==> src/sv/assert_macros.svh <==
// Assertion macros shared by the digit selector RTL.
// No dependencies; included by the modules that carry assertions.
`ifndef ASSERT_MACROS_SVH
`define ASSERT_MACROS_SVH
`ifndef SYNTHESIS
// Same-cycle implication, disabled while reset is asserted
`define MDSS_ASSERT_IMP(lbl, clk, rstn, ante, cons) \
	lbl: assert property (@(posedge clk) disable iff (!rstn) (ante) |-> (cons)) \
		else $error("assertion failed");
// Next-cycle implication, disabled while reset is asserted
`define MDSS_ASSERT_NXT(lbl, clk, rstn, ante, cons) \
	lbl: assert property (@(posedge clk) disable iff (!rstn) (ante) |=> (cons)) \
		else $error("assertion failed");
`else
`define MDSS_ASSERT_IMP(lbl, clk, rstn, ante, cons)
`define MDSS_ASSERT_NXT(lbl, clk, rstn, ante, cons)
`endif
`endif

==> src/sv/mdss_pkg.sv <==
// Package for the max digit subsequence select block: word types, defaults,
// controller states and the command/status bundles. No dependencies.
package mdss_pkg;

	// Defaults for the top-level parameters
	localparam int DEQUE_DEPTH_DEF   = 256;
	localparam int POSITION_BITS_DEF = 16;

	// Fixed field widths
	localparam int DIGIT_W     = 4;
	localparam int DELETIONS_W = 8;

	// Configuration port
	localparam int CFG_ADDR_W = 3;
	localparam int CFG_DATA_W = 32;
	localparam logic REG_IDX_DELETIONS = 1'b0;

	typedef struct packed {
		logic [DIGIT_W-1:0] digit;
		logic               last;
	} in_word_t;

	typedef struct packed {
		logic [DIGIT_W-1:0] kept_digit;
		logic               final_res;
	} out_word_t;

	typedef enum logic [1:0] {
		S_IDLE,
		S_SCAN,
		S_BACK_WAIT,
		S_EMIT
	} state_t;

	// Controller -> datapath
	typedef struct packed {
		logic accept;
		logic drop_back;
		logic load_back;
		logic push;
		logic emit;
		logic finish;
	} cmd_t;

	// Datapath -> controller
	typedef struct packed {
		logic back_lt;
		logic emit_hit;
		logic out_free;
	} status_t;

endpackage

==> src/sv/max_digit_subsequence_select_unit.sv <==
// Max digit subsequence select: keeps the digits that form the largest number
// after deleting a configured count from each string.
// Input channel (in_valid/in_stall/in_word): one decimal digit per word, with
// last marking the end of a string. Output channel (out_valid/out_stall/
// out_word): the kept digits in order, final_res on the last one.
// The deletions register (APB, address 0) is latched at a string's first digit.
// Sequence: a digit that pops nothing and emits nothing passes IDLE and SCAN;
// each entry popped from the back of the deque adds a pass through BACK_WAIT
// (pop, then a RAM read of the new back); an emitted digit adds the EMIT state.
// Pops are bounded by pushes. When no pops occur, the output word is registered
// from the EMIT state that follows SCAN.
// The single-read-port deque RAM sets this sequence.
// A finished word waits in the output register; further digits are still taken
// until one needs to emit, which then holds off input until out_stall drops.
// Reset empties the deque and clears deletions to zero; no clearing pass.
// Depends on mdss_pkg, mdss_ctrl, mdss_dp and mdss_ram.
module max_digit_subsequence_select_unit #(
	parameter int DEQUE_DEPTH   = mdss_pkg::DEQUE_DEPTH_DEF,
	parameter int POSITION_BITS = mdss_pkg::POSITION_BITS_DEF
) (
	input  logic                            clk,
	input  logic                            arst_n,
	// digit input
	input  logic                            in_valid,
	output logic                            in_stall,
	input  mdss_pkg::in_word_t              in_word,
	// kept digit output
	output logic                            out_valid,
	input  logic                            out_stall,
	output mdss_pkg::out_word_t             out_word,
	// configuration
	input  logic                            psel,
	input  logic                            penable,
	input  logic                            pwrite,
	input  logic [mdss_pkg::CFG_ADDR_W-1:0] paddr,
	input  logic [mdss_pkg::CFG_DATA_W-1:0] pwdata,
	output logic [mdss_pkg::CFG_DATA_W-1:0] prdata,
	output logic                            pready
);

	logic [mdss_pkg::DELETIONS_W-1:0] deletions_q;
	logic                             reg_hit;
	mdss_pkg::cmd_t                   cmd;
	mdss_pkg::status_t                sts;
	logic                             busy;

	// Register decode on the word index
	assign reg_hit = (paddr[mdss_pkg::CFG_ADDR_W-1:2] == mdss_pkg::REG_IDX_DELETIONS);
	assign pready  = 1'b1;

	always_ff @(posedge clk or negedge arst_n) begin
		if (!arst_n) begin
			deletions_q <= '0;
		end else if (psel && penable && pwrite && reg_hit) begin
			deletions_q <= pwdata[mdss_pkg::DELETIONS_W-1:0];
		end
	end

	assign prdata = reg_hit
		? {{(mdss_pkg::CFG_DATA_W - mdss_pkg::DELETIONS_W){1'b0}}, deletions_q}
		: '0;

	mdss_ctrl u_ctrl (
		.clk      (clk),
		.arst_n   (arst_n),
		.in_valid (in_valid),
		.sts      (sts),
		.cmd      (cmd),
		.busy     (busy)
	);

	mdss_dp #(
		.DEQUE_DEPTH   (DEQUE_DEPTH),
		.POSITION_BITS (POSITION_BITS)
	) u_dp (
		.clk       (clk),
		.arst_n    (arst_n),
		.cmd       (cmd),
		.sts       (sts),
		.in_word   (in_word),
		.deletions (deletions_q),
		.out_valid (out_valid),
		.out_stall (out_stall),
		.out_word  (out_word)
	);

	assign in_stall = busy;

endmodule

==> src/sv/mdss_ram.sv <==
// Generic single write port, single read port RAM with registered read data.
// No dependencies.
module mdss_ram #(
	parameter int WIDTH = 4,
	parameter int DEPTH = 256
) (
	input  logic                     clk,
	input  logic                     we,
	input  logic [$clog2(DEPTH)-1:0] waddr,
	input  logic [WIDTH-1:0]         wdata,
	input  logic                     re,
	input  logic [$clog2(DEPTH)-1:0] raddr,
	output logic [WIDTH-1:0]         rdata
);

	logic [WIDTH-1:0] mem_q [DEPTH];
	logic [WIDTH-1:0] rdata_q;

	always_ff @(posedge clk) begin
		if (we) begin
			mem_q[waddr] <= wdata;
		end
		if (re) begin
			rdata_q <= mem_q[raddr];
		end
	end

	assign rdata = rdata_q;

endmodule

==> src/sv/mdss_ctrl.sv <==
// Controller state machine of the digit selector: sequences accept, back pops,
// push and emit. Depends on mdss_pkg and assert_macros.svh.
`include "assert_macros.svh"
module mdss_ctrl (
	input  logic             clk,
	input  logic             arst_n,
	input  logic             in_valid,
	input  mdss_pkg::status_t sts,
	output mdss_pkg::cmd_t   cmd,
	output logic             busy
);

	mdss_pkg::state_t state_q;
	mdss_pkg::state_t state_nxt;
	logic             st_scan;
	logic             st_wait;
	logic             st_emit;

	// State register
	always_ff @(posedge clk or negedge arst_n) begin
		if (!arst_n) begin
			state_q <= mdss_pkg::S_IDLE;
		end else begin
			state_q <= state_nxt;
		end
	end

	// Next state
	always_comb begin
		state_nxt = state_q;
		unique case (state_q)
			mdss_pkg::S_IDLE: begin
				if (in_valid) state_nxt = mdss_pkg::S_SCAN;
			end
			mdss_pkg::S_SCAN: begin
				if (sts.back_lt) begin
					state_nxt = mdss_pkg::S_BACK_WAIT;
				end else if (sts.emit_hit) begin
					state_nxt = mdss_pkg::S_EMIT;
				end else begin
					state_nxt = mdss_pkg::S_IDLE;
				end
			end
			mdss_pkg::S_BACK_WAIT: begin
				state_nxt = mdss_pkg::S_SCAN;
			end
			mdss_pkg::S_EMIT: begin
				if (sts.out_free) state_nxt = mdss_pkg::S_IDLE;
			end
			default: state_nxt = mdss_pkg::S_IDLE;
		endcase
	end

	// Command outputs
	always_comb begin
		cmd  = '0;
		busy = 1'b1;
		unique case (state_q)
			mdss_pkg::S_IDLE: begin
				busy       = 1'b0;
				cmd.accept = in_valid;
			end
			mdss_pkg::S_SCAN: begin
				if (sts.back_lt) begin
					cmd.drop_back = 1'b1;
				end else begin
					cmd.push   = 1'b1;
					cmd.finish = !sts.emit_hit;
				end
			end
			mdss_pkg::S_BACK_WAIT: begin
				cmd.load_back = 1'b1;
			end
			mdss_pkg::S_EMIT: begin
				cmd.emit   = sts.out_free;
				cmd.finish = sts.out_free;
			end
			default: cmd = '0;
		endcase
	end

	// State decodes for the checks below
	assign st_scan = (state_q == mdss_pkg::S_SCAN);
	assign st_wait = (state_q == mdss_pkg::S_BACK_WAIT);
	assign st_emit = (state_q == mdss_pkg::S_EMIT);

	`MDSS_ASSERT_NXT(a_accept_scan, clk, arst_n, cmd.accept, st_scan)
	`MDSS_ASSERT_NXT(a_back_return, clk, arst_n, st_wait, st_scan)
	`MDSS_ASSERT_IMP(a_emit_entry, clk, arst_n, st_emit, $past(st_scan) || $past(st_emit))

endmodule

==> src/sv/mdss_dp.sv <==
// Datapath of the digit selector: circular deque in RAM, counters, window end
// and output register. Depends on mdss_pkg, mdss_ram and assert_macros.svh.
`include "assert_macros.svh"
module mdss_dp #(
	parameter int DEQUE_DEPTH   = mdss_pkg::DEQUE_DEPTH_DEF,
	parameter int POSITION_BITS = mdss_pkg::POSITION_BITS_DEF
) (
	input  logic                             clk,
	input  logic                             arst_n,
	input  mdss_pkg::cmd_t                   cmd,
	output mdss_pkg::status_t                sts,
	input  mdss_pkg::in_word_t               in_word,
	input  logic [mdss_pkg::DELETIONS_W-1:0] deletions,
	output logic                             out_valid,
	input  logic                             out_stall,
	output mdss_pkg::out_word_t              out_word
);

	localparam int PTR_W = $clog2(DEQUE_DEPTH);
	localparam int CNT_W = $clog2(DEQUE_DEPTH + 1);
	localparam logic [PTR_W-1:0] PTR_LAST = PTR_W'(DEQUE_DEPTH - 1);
	localparam logic [CNT_W-1:0] CNT_FULL = CNT_W'(DEQUE_DEPTH);

	logic [mdss_pkg::DIGIT_W-1:0] digit_q;
	logic                         last_q;
	logic [mdss_pkg::DIGIT_W-1:0] back_q;
	logic                         byp_q;
	logic [PTR_W-1:0]             head_q;
	logic [PTR_W-1:0]             tail_q;
	logic [CNT_W-1:0]             cnt_q;
	logic [POSITION_BITS-1:0]     pos_q;
	logic [POSITION_BITS-1:0]     wend_q;
	logic                         out_valid_q;
	mdss_pkg::out_word_t          out_word_q;

	logic [PTR_W-1:0]             head_inc;
	logic [PTR_W-1:0]             tail_inc;
	logic [PTR_W-1:0]             tail_dec;
	logic [PTR_W-1:0]             tail_dec2;
	logic [PTR_W-1:0]             head_nxt;
	logic                         full;
	logic                         ram_re;
	logic [PTR_W-1:0]             ram_raddr;
	logic [mdss_pkg::DIGIT_W-1:0] ram_rdata;
	logic [mdss_pkg::DIGIT_W-1:0] front_dig;

	// Circular pointer arithmetic (depth need not be a power of two)
	assign head_inc  = (head_q == PTR_LAST) ? '0 : head_q + 1'b1;
	assign tail_inc  = (tail_q == PTR_LAST) ? '0 : tail_q + 1'b1;
	assign tail_dec  = (tail_q == '0) ? PTR_LAST : tail_q - 1'b1;
	assign tail_dec2 = (tail_dec == '0) ? PTR_LAST : tail_dec - 1'b1;
	assign full      = (cnt_q == CNT_FULL);
	// A push into a full deque drops the front entry first
	assign head_nxt  = full ? head_inc : head_q;

	// Status back to the controller
	assign sts.back_lt  = (cnt_q != '0) && (back_q < digit_q);
	assign sts.emit_hit = (pos_q == wend_q);
	assign sts.out_free = !out_valid_q || !out_stall;

	// Read the new back after a pop, or the front when this push emits
	assign ram_re    = cmd.drop_back || (cmd.push && sts.emit_hit);
	assign ram_raddr = cmd.drop_back ? tail_dec2 : head_nxt;

	mdss_ram #(
		.WIDTH (mdss_pkg::DIGIT_W),
		.DEPTH (DEQUE_DEPTH)
	) u_ram (
		.clk   (clk),
		.we    (cmd.push),
		.waddr (tail_q),
		.wdata (digit_q),
		.re    (ram_re),
		.raddr (ram_raddr),
		.rdata (ram_rdata)
	);

	// Pushed into an empty deque: the front is the digit itself
	assign front_dig = byp_q ? digit_q : ram_rdata;

	// Item and back-digit holding registers
	always_ff @(posedge clk) begin
		if (cmd.accept) begin
			digit_q <= in_word.digit;
			last_q  <= in_word.last;
		end
		if (cmd.load_back) begin
			back_q <= ram_rdata;
		end else if (cmd.push) begin
			back_q <= digit_q;
			byp_q  <= (cnt_q == '0);
		end
	end

	// Deque pointers, count, position and window end
	always_ff @(posedge clk or negedge arst_n) begin
		if (!arst_n) begin
			head_q <= '0;
			tail_q <= '0;
			cnt_q  <= '0;
			pos_q  <= '0;
			wend_q <= '0;
		end else if (cmd.finish && last_q) begin
			// end of string clears the deque and position and reloads the window end
			head_q <= '0;
			tail_q <= '0;
			cnt_q  <= '0;
			pos_q  <= '0;
			wend_q <= POSITION_BITS'(deletions);
		end else begin
			if (cmd.accept && (pos_q == '0)) begin
				wend_q <= POSITION_BITS'(deletions);
			end
			if (cmd.drop_back) begin
				tail_q <= tail_dec;
				cnt_q  <= cnt_q - 1'b1;
			end
			if (cmd.push) begin
				tail_q <= tail_inc;
				head_q <= head_nxt;
				if (!full) cnt_q <= cnt_q + 1'b1;
			end
			if (cmd.emit) begin
				head_q <= head_inc;
				cnt_q  <= cnt_q - 1'b1;
				wend_q <= wend_q + 1'b1;
			end
			if (cmd.finish) begin
				pos_q <= pos_q + 1'b1;
			end
		end
	end

	// Output register
	always_ff @(posedge clk or negedge arst_n) begin
		if (!arst_n) begin
			out_valid_q <= 1'b0;
		end else if (cmd.emit) begin
			out_valid_q <= 1'b1;
		end else if (!out_stall) begin
			out_valid_q <= 1'b0;
		end
	end

	always_ff @(posedge clk) begin
		if (cmd.emit) begin
			out_word_q.kept_digit <= front_dig;
			out_word_q.final_res  <= last_q;
		end
	end

	assign out_valid = out_valid_q;
	assign out_word  = out_word_q;

	`MDSS_ASSERT_IMP(a_cnt_range, clk, arst_n, 1'b1, cnt_q <= CNT_FULL)
	`MDSS_ASSERT_IMP(a_pop_nonempty, clk, arst_n, cmd.drop_back, cnt_q != '0)
	`MDSS_ASSERT_IMP(a_emit_slot, clk, arst_n, cmd.emit, !out_valid_q || !out_stall)

endmodule
==> config.mk <==
export PLATFORM = sky130hd
export DESIGN_NAME = max_digit_subsequence_select_unit
export DESIGN_NICKNAME = d
export VERILOG_FILES = /design/src/sv/mdss_pkg.sv /design/src/sv/max_digit_subsequence_select_unit.sv /design/src/sv/mdss_ram.sv /design/src/sv/mdss_ctrl.sv /design/src/sv/mdss_dp.sv
export VERILOG_INCLUDE_DIRS = /design/src /design/src/sv
export SDC_FILE = /design/constraint.sdc
export NUM_CORES = 2
export LEC_CHECK = 0
export BUFFER_PORTS_ARGS = -buffer_cell sky130_fd_sc_hd__buf_4
export CORE_MARGIN = 2
export CORE_UTILIZATION = 55
export CTS_CLUSTER_DIAMETER = 100
export CTS_CLUSTER_SIZE = 25
export DETAILED_ROUTE_END_ITERATION = 16
export GPL_TIMING_DRIVEN = 0
export PLACE_DENSITY = 0.74
export SETUP_SLACK_MARGIN = 0.1
export SYNTH_ARGS = -nofsm -noshare
export SYNTH_HDL_FRONTEND = slang
export SYNTH_SLANG_ARGS = --single-unit
==> constraint.sdc <==
create_clock -name clk -period 16 [get_ports clk]
set_input_delay 1.6 -clock clk [delete_from_list [all_inputs] [get_ports clk]]
set_output_delay 1.6 -clock clk [all_outputs]
set_load 0.01 [all_outputs]
Word level (Yosys, flattened, before mapping)
Memory sizes are Yosys's and may differ from the RTL's. A register that Yosys moved wholly into a read port is not among the register bits.
Index checks and enable logic that the tools add are counted.
{ "word_totals": {"ram_bits": 1024, "out_inout_bits": 40, "n_memories": 1, "wordCells": 106, "register_bits": 83} }
{ "classes": {"magnitude_cmp": 1, "mux": 45, "add_sub_neg": 8, "bitwise": 2, "n_reduce_logical": 25, "eq_ne": 10} }
{ "memory_table": {"columns": ["name", "words", "width", "read_ports", "rd_clocked_by_memory_dff", "write_ports", "line_no", "text"], "rows": [
  ["u_dp.u_ram.mem_q", 256, 4, 1, 1, 1, "mdss_ram.sv:16", "logic [WIDTH-1:0] mem_q [DEPTH];"]
]} }
{ "op_table": {"columns": ["cell", "n"], "rows": [
  ["8-bit two-way mux", 13],
  ["16-bit two-way mux", 5],
  ["9-bit two-way mux", 5],
  ["16-bit by 1-bit adder with 16-bit output, second input constant", 2],
  ["8-bit by 1-bit adder with 8-bit output, second input constant", 2],
  ["16-bit equality test", 1],
  ["8-bit equality test, second input constant", 2],
  ["16-bit zero test", 1],
  ["8-bit zero test", 2],
  ["8-bit by 1-bit subtractor with 8-bit output, second input constant", 2],
  ["1-bit two-way mux", 13],
  ["4-bit two-way mux", 3],
  ["9-bit by 1-bit adder with 9-bit output, second input constant", 1],
  ["9-bit equality test, second input constant", 1],
  ["9-bit zero test", 1],
  ["3-bit nonzero test", 3],
  ["9-bit nonzero test", 1],
  ["9-bit by 1-bit subtractor with 9-bit output, second input constant", 1],
  ["2-bit two-way mux", 4],
  ["2-bit one-hot mux with 4 select lines", 1],
  ["1-bit logical AND", 7],
  ["2-bit equality test, second input constant", 2],
  ["4-bit less-than comparator", 1],
  ["2-bit by 1-bit != test with 1-bit output, second input constant", 2],
  ["9 further kinds", 15]
]} }

Depth between registers and ports, before layout
{ "depth": {"depth_word": 9, "mapped_depth": 19, "depth_no_buf": 13} }

By module
Synthesis repeated with hierarchy kept, for this count alone.
{ "unflattened": {"cells_unflattened": 2705, "area_unflattened_um2": 46430.8} }
{ "by_module_without_submodules": {"columns": ["mod", "area_each_um2", "cells_per_inst", "n_inst"], "rows": [
  ["mdss_ram", 40715.3, 2051, 1],
  ["mdss_dp", 4999.8, 585, 1],
  ["max_digit_subsequence_select_unit", 579.3, 52, 1],
  ["mdss_ctrl", 136.4, 17, 1]
]} }

Worst setup path after synthesis
OpenSTA, ideal clock, no wires.
{ "synth_path": {"path_kind": "register to register", "from": "register u_dp.digit_q[2] (netlist bit)", "to": "register u_dp.u_ram.rdata_q[2] (netlist: u_dp.u_ram.rdata[2]), read port of u_dp.u_ram.mem_q, data pin", "arrival_ns": 6.337, "stages_incl_launch_ff": 13, "setup_slack_ns": 9.402, "setup_ns": 0.261, "synth_period_minus_slack_ns": 6.598, "n_path_buf": 1, "path_cell_list": "edfxtp_1 inv_1 ha_1 o21ai_0 o211ai_2 buf_4 o31ai_1 nand3_1 or3_1 o21ai_0 nor4bb_1 a211o_1 o32a_1"} }
{ "synth_via": {"elab_chain_len": 6, "word_cells_on_any_way": 9, "cone_classes": "order compare: 1; mux: 5; reduce/logical: 3"} }
{ "synth_lines": {"columns": ["item", "line_no", "text"], "rows": [
  ["start: declaration", "mdss_dp.sv:24", "logic [mdss_pkg::DIGIT_W-1:0] digit_q;"],
  ["start signal: assignment", "mdss_dp.sv:84", "digit_q <= in_word.digit;"],
  ["4-bit less-than comparator (*)", "mdss_dp.sv:57", "assign sts.back_lt = (cnt_q != '0) && (back_q < digit_q);"],
  ["1-bit logical AND (*)", "mdss_dp.sv:57", null],
  ["1-bit two-way mux", "mdss_ctrl.sv:64", "if (sts.back_lt) begin"],
  ["1-bit two-way mux", "mdss_ctrl.sv:58", "unique case (state_q)"],
  ["1-bit logical AND", "mdss_dp.sv:62", "assign ram_re = cmd.drop_back || (cmd.push && sts.emit_hit);"],
  ["1-bit logical OR", "mdss_dp.sv:62", null],
  ["end: declaration", "mdss_ram.sv:17", "logic [WIDTH-1:0] rdata_q;"]
]} }
Mark *: on every way between the ends. The rest lies on a longest branch, timed or not.
A chain may end at the register's enable or synchronous reset.

Worst setup path after layout
Same ends and word-level chain as after synthesis.

==> results.tsv <==
stage	metric	value	unit
run_status	outcome	finished with violations	
run_status	violations	capacitance limit, slew limit	
sta	setup-tns-final	0	ps
layout	fillers	6426	
worst_setup_path	cp_cell_sequence	inv_1 > ha_1 > o21ai_0 > o211ai_2 > buf_4 > mux2i_1 > buf_2 > buf_2 > buf_2 > buf_1 > nand3_1 > a21oi_1 > o21ai_0 > nor4_1 > o32a_1	
hold_path	holdPathStages	1	
route	wl_per_cell	32.5	um
sta	hold_viol	0	
job	max_cap_violations	7	
sta	finalMaxSlewViolations	77	
grt	antenna_found_initial	5	
logic_synthesis	async_flop_share	6.12	%
cts	root_buffer	clkbuf_16	
layout	seqCellArea	0.0330	sq mm
worst_setup_path	cp_slowest_cell	edfxtp_1	
logic_synthesis	synthCells	3432	
floorplanning	pin_count	87	
cts	max-clock-path-buffers	3	
cts	hold_buffers	0	
layout	final_util	60.3	%
layout	fin_nets	3649	
hold_path	min-delay-path-class	flip-flop to flip-flop	
power_and_ir_drop	total_power	10200	uW
route	vias_per_cell	6.83	
route	ant_nets	0	
logic_synthesis	synth_edf_count	1043	
cts	cts.htree.levels	2	
grt	grt_util_all_layers	35.2	%
sta	fmax	0.128	GHz
logic_synthesis	syn_area	0.0469	sq mm
worst_setup_path	critPathKind	flip-flop to flip-flop	
power_and_ir_drop	p_leak	0.0170	uW
logic_synthesis	synth_top_flop_cell	edfxtp_1	
worst_setup_path	rr_worst_depth	15	
floorplanning	core-area	0.0849	sq mm
sta	fin_crit_sh	48.8	%
layout	layout_common_cells	edfxtp_1 (1043), nand2_1 (587), nor2_1 (351), nand3_1 (305), a21oi_1 (114)	
grt	grt_pass1_wl	216000	um
worst_setup_path	critPathMaxFanout	23	
power_and_ir_drop	ir_drop	0.145	mV
layout	multi_input_area	0.0127	sq mm
logic_synthesis	synth-simple-area-share	13.3	%
place	gp_congestion	1.01	
cts	ctsResizeCount	0	
logic_synthesis	yosysSeqAreaShare	70.4	%
logic_synthesis	ys_ff_latch	1111	
cts	cts_setup_buffers	0	
cts	path_clk_slew	110	ps
cts	clk-insertion-delay-late	700	ps
worst_setup_path	cp-start-kind	flip-flop	
place	port_buffers	35	
place	hpwl	106000	um
worst_setup_path	crit_top_cell	buf_2	
logic_synthesis	synth_mux_area_share	6.48	%
worst_setup_path	crit_required	16480	ps
route	drc	0	
layout	syn2layout_area_growth	9.18	%
cts	cts_buffers	50	
power_and_ir_drop	cellPowerDensity	200	mW/mm^2
worst_setup_path	endpoint_kind	flip-flop	
sta	skew	36.5	ps
place	placed_cells	4677	
sta	finalSetupViolations	0	
floorplanning	die_y	296	um
worst_setup_path	arrival	8280	ps
route	first_pass_iters	9	
grt	grt_overflow_total	0	
floorplanning	rows	107	
sta	period_minus_slack	7800	ps
route	totalWireLength	154000	um
logic_synthesis	synthAdderAreaFrac	0.427	%
grt	grt_pass1_vias	30300	
cts	cts_num_sinks	1111	
layout	fin_cells	4744	
logic_synthesis	synth_top_family_by_area	simple AND/OR/NAND/NOR gates	
sta	worst_pin_slew	1640	ps
logic_synthesis	synth_compound_area_share	5.55	%
route	first_iter_violations	6421	
floorplanning	die_area	0.0877	sq mm
grt	grt_max_degree	69	
layout	final_common_cell	edfxtp_1	
logic_synthesis	synthXorXnorAreaFrac	1.08	%
logic_synthesis	avgSynthCellArea	13.7	sq um
route	dr_total_vias	32400	
floorplanning	start_util	55.3	%
worst_setup_path	max_stage_delay	1080	ps
logic_synthesis	ys_warn_count	0	
sta	maxSlewHeadroom	-9.46	%
floorplanning	die_w	296	um
sta	rsz0062_at_grt	no	
cts	cts_tree	done	
layout	drive_gt1_share	11.3	%
logic_synthesis	yosysUniqueCellTypes	89	
-- final timing paths --
check,end,from,slack [ps]
max,u_dp.u_ram.rdata[2],u_dp.digit_q[2],8200
min,deletions_q[1],deletions_q[1],540
max reg2reg,u_dp.u_ram.rdata[2],u_dp.digit_q[2],8200
min reg2reg,deletions_q[1],deletions_q[1],540
max in group asynchronous,deletions_q[7],arst_n,14370
min in group asynchronous,u_dp.cnt_q[0],arst_n,1040
-- state kept, by name, summed over array words and instances (netlist names), 4 cells and up --
name,flops
deletions_q,8
u_dp.u_ram.rdata,4
u_dp.wend_q,16
u_dp.head_q,8
u_dp.u_ram.mem_q,1024
u_dp.tail_q,8
u_dp.digit_q,4
u_dp.pos_q,16
u_dp.cnt_q,9
u_dp.out_word,5
u_dp.back_q,4
-- layer usage --
| layer | global-route usage (%) | part of all wire [%] |
|---|---|---|
| met2 | 50.8 | 42 |
| met3 | 13.0 | 16 |
| met4 | 21.4 | 7.5 |
| met5 | 0.166 | 0.030 |
| met1 | 45.6 | 34 |
-- cells by family after synthesis --
group / after synthesis
mux: 185
other cells: 2
buf+inv: 252
fa+ha+maj: 16
xor+xnor: 58
compound gates: 385
simple gates: 1423
flops: 1111
-- worst max-delay path, delay by kind of cell, from the launching register on --
kind / cells / cell delay, ps
DFF: 1 / 1080
buffers and inverters: 6 / 2920
adders and majority gates: 1 / 320
and+or+nand+nor: 2 / 1130
AOI/OAI and AO/OA: 5 / 1740
muxes: 1 / 380
-- final cells by class --
| class | instances | share of cell area (%) |
|---|---|---|
| Multi-Input combinational cell | 2092 | 24.8 |
| Clock inverter | 5 | 0.154 |
| Inverter | 18 | 0.132 |
| Sequential cell | 1111 | 64.5 |
| Clock buffer | 58 | 2.52 |
| Buffer | 234 | 2.39 |
| Antenna cell | 3 | 0.0147 |
| Tap cell | 1144 | 2.79 |
| Timing Repair Buffer | 79 | 2.73 |
-- synth_stat cells, types with 4 or more instances --
master | count | share of area, %
a2111oi_0 | 4 | 0.075
a211oi_1 | 15 | 0.24
a21o_1 | 7 | 0.11
a21oi_1 | 114 | 1.2
a221oi_1 | 18 | 0.34
a22o_1 | 9 | 0.17
a22oi_1 | 35 | 0.56
a311oi_1 | 6 | 0.11
a31oi_1 | 16 | 0.21
a32oi_1 | 27 | 0.50
and2_1 | 7 | 0.093
and3_1 | 23 | 0.31
and4_1 | 6 | 0.11
buf_1 | 16 | 0.13
buf_2 | 71 | 0.76
buf_4 | 51 | 0.82
buf_6 | 8 | 0.19
clkbuf_1 | 87 | 0.70
dfrtp_1 | 68 | 3.6
edfxtp_1 | 1043 | 67
ha_1 | 16 | 0.43
inv_1 | 17 | 0.14
mux2_2 | 17 | 0.41
mux2i_1 | 74 | 1.6
mux4_2 | 92 | 4.4
nand2_1 | 587 | 4.7
nand2b_1 | 8 | 0.11
nand3_1 | 305 | 3.3
nand4_1 | 35 | 0.47
nor2_1 | 352 | 2.8
nor2_2 | 5 | 0.067
nor2b_1 | 21 | 0.28
nor3_1 | 26 | 0.28
nor4_1 | 16 | 0.21
o2111ai_1 | 6 | 0.11
o211a_1 | 4 | 0.085
o211ai_1 | 9 | 0.14
o21ai_0 | 55 | 0.59
o221ai_1 | 4 | 0.075
o22a_1 | 4 | 0.075
o22ai_1 | 14 | 0.19
o31ai_1 | 6 | 0.096
or3_1 | 7 | 0.093
xnor2_1 | 21 | 0.39
xor2_1 | 37 | 0.69
-- where the power goes --
part           switching, uW  total, uW  internal [uW]
Combinational           3850       5310           1460
Sequential              83.5       3450           3360
Clock                    893       1490            595
-- metrics by stage --
step                worst slack (ps)  hold slack, ps  cell area [sq um]
detailed placement              8860             526              49800
finish                          8200             545              51200
global placement                2990             524              48700
floorplan                       9400             493              47000
CTS                             8810             549              51200
global route                    8490             574              51200
Note: power is estimated with default switching activity, not from simulation.
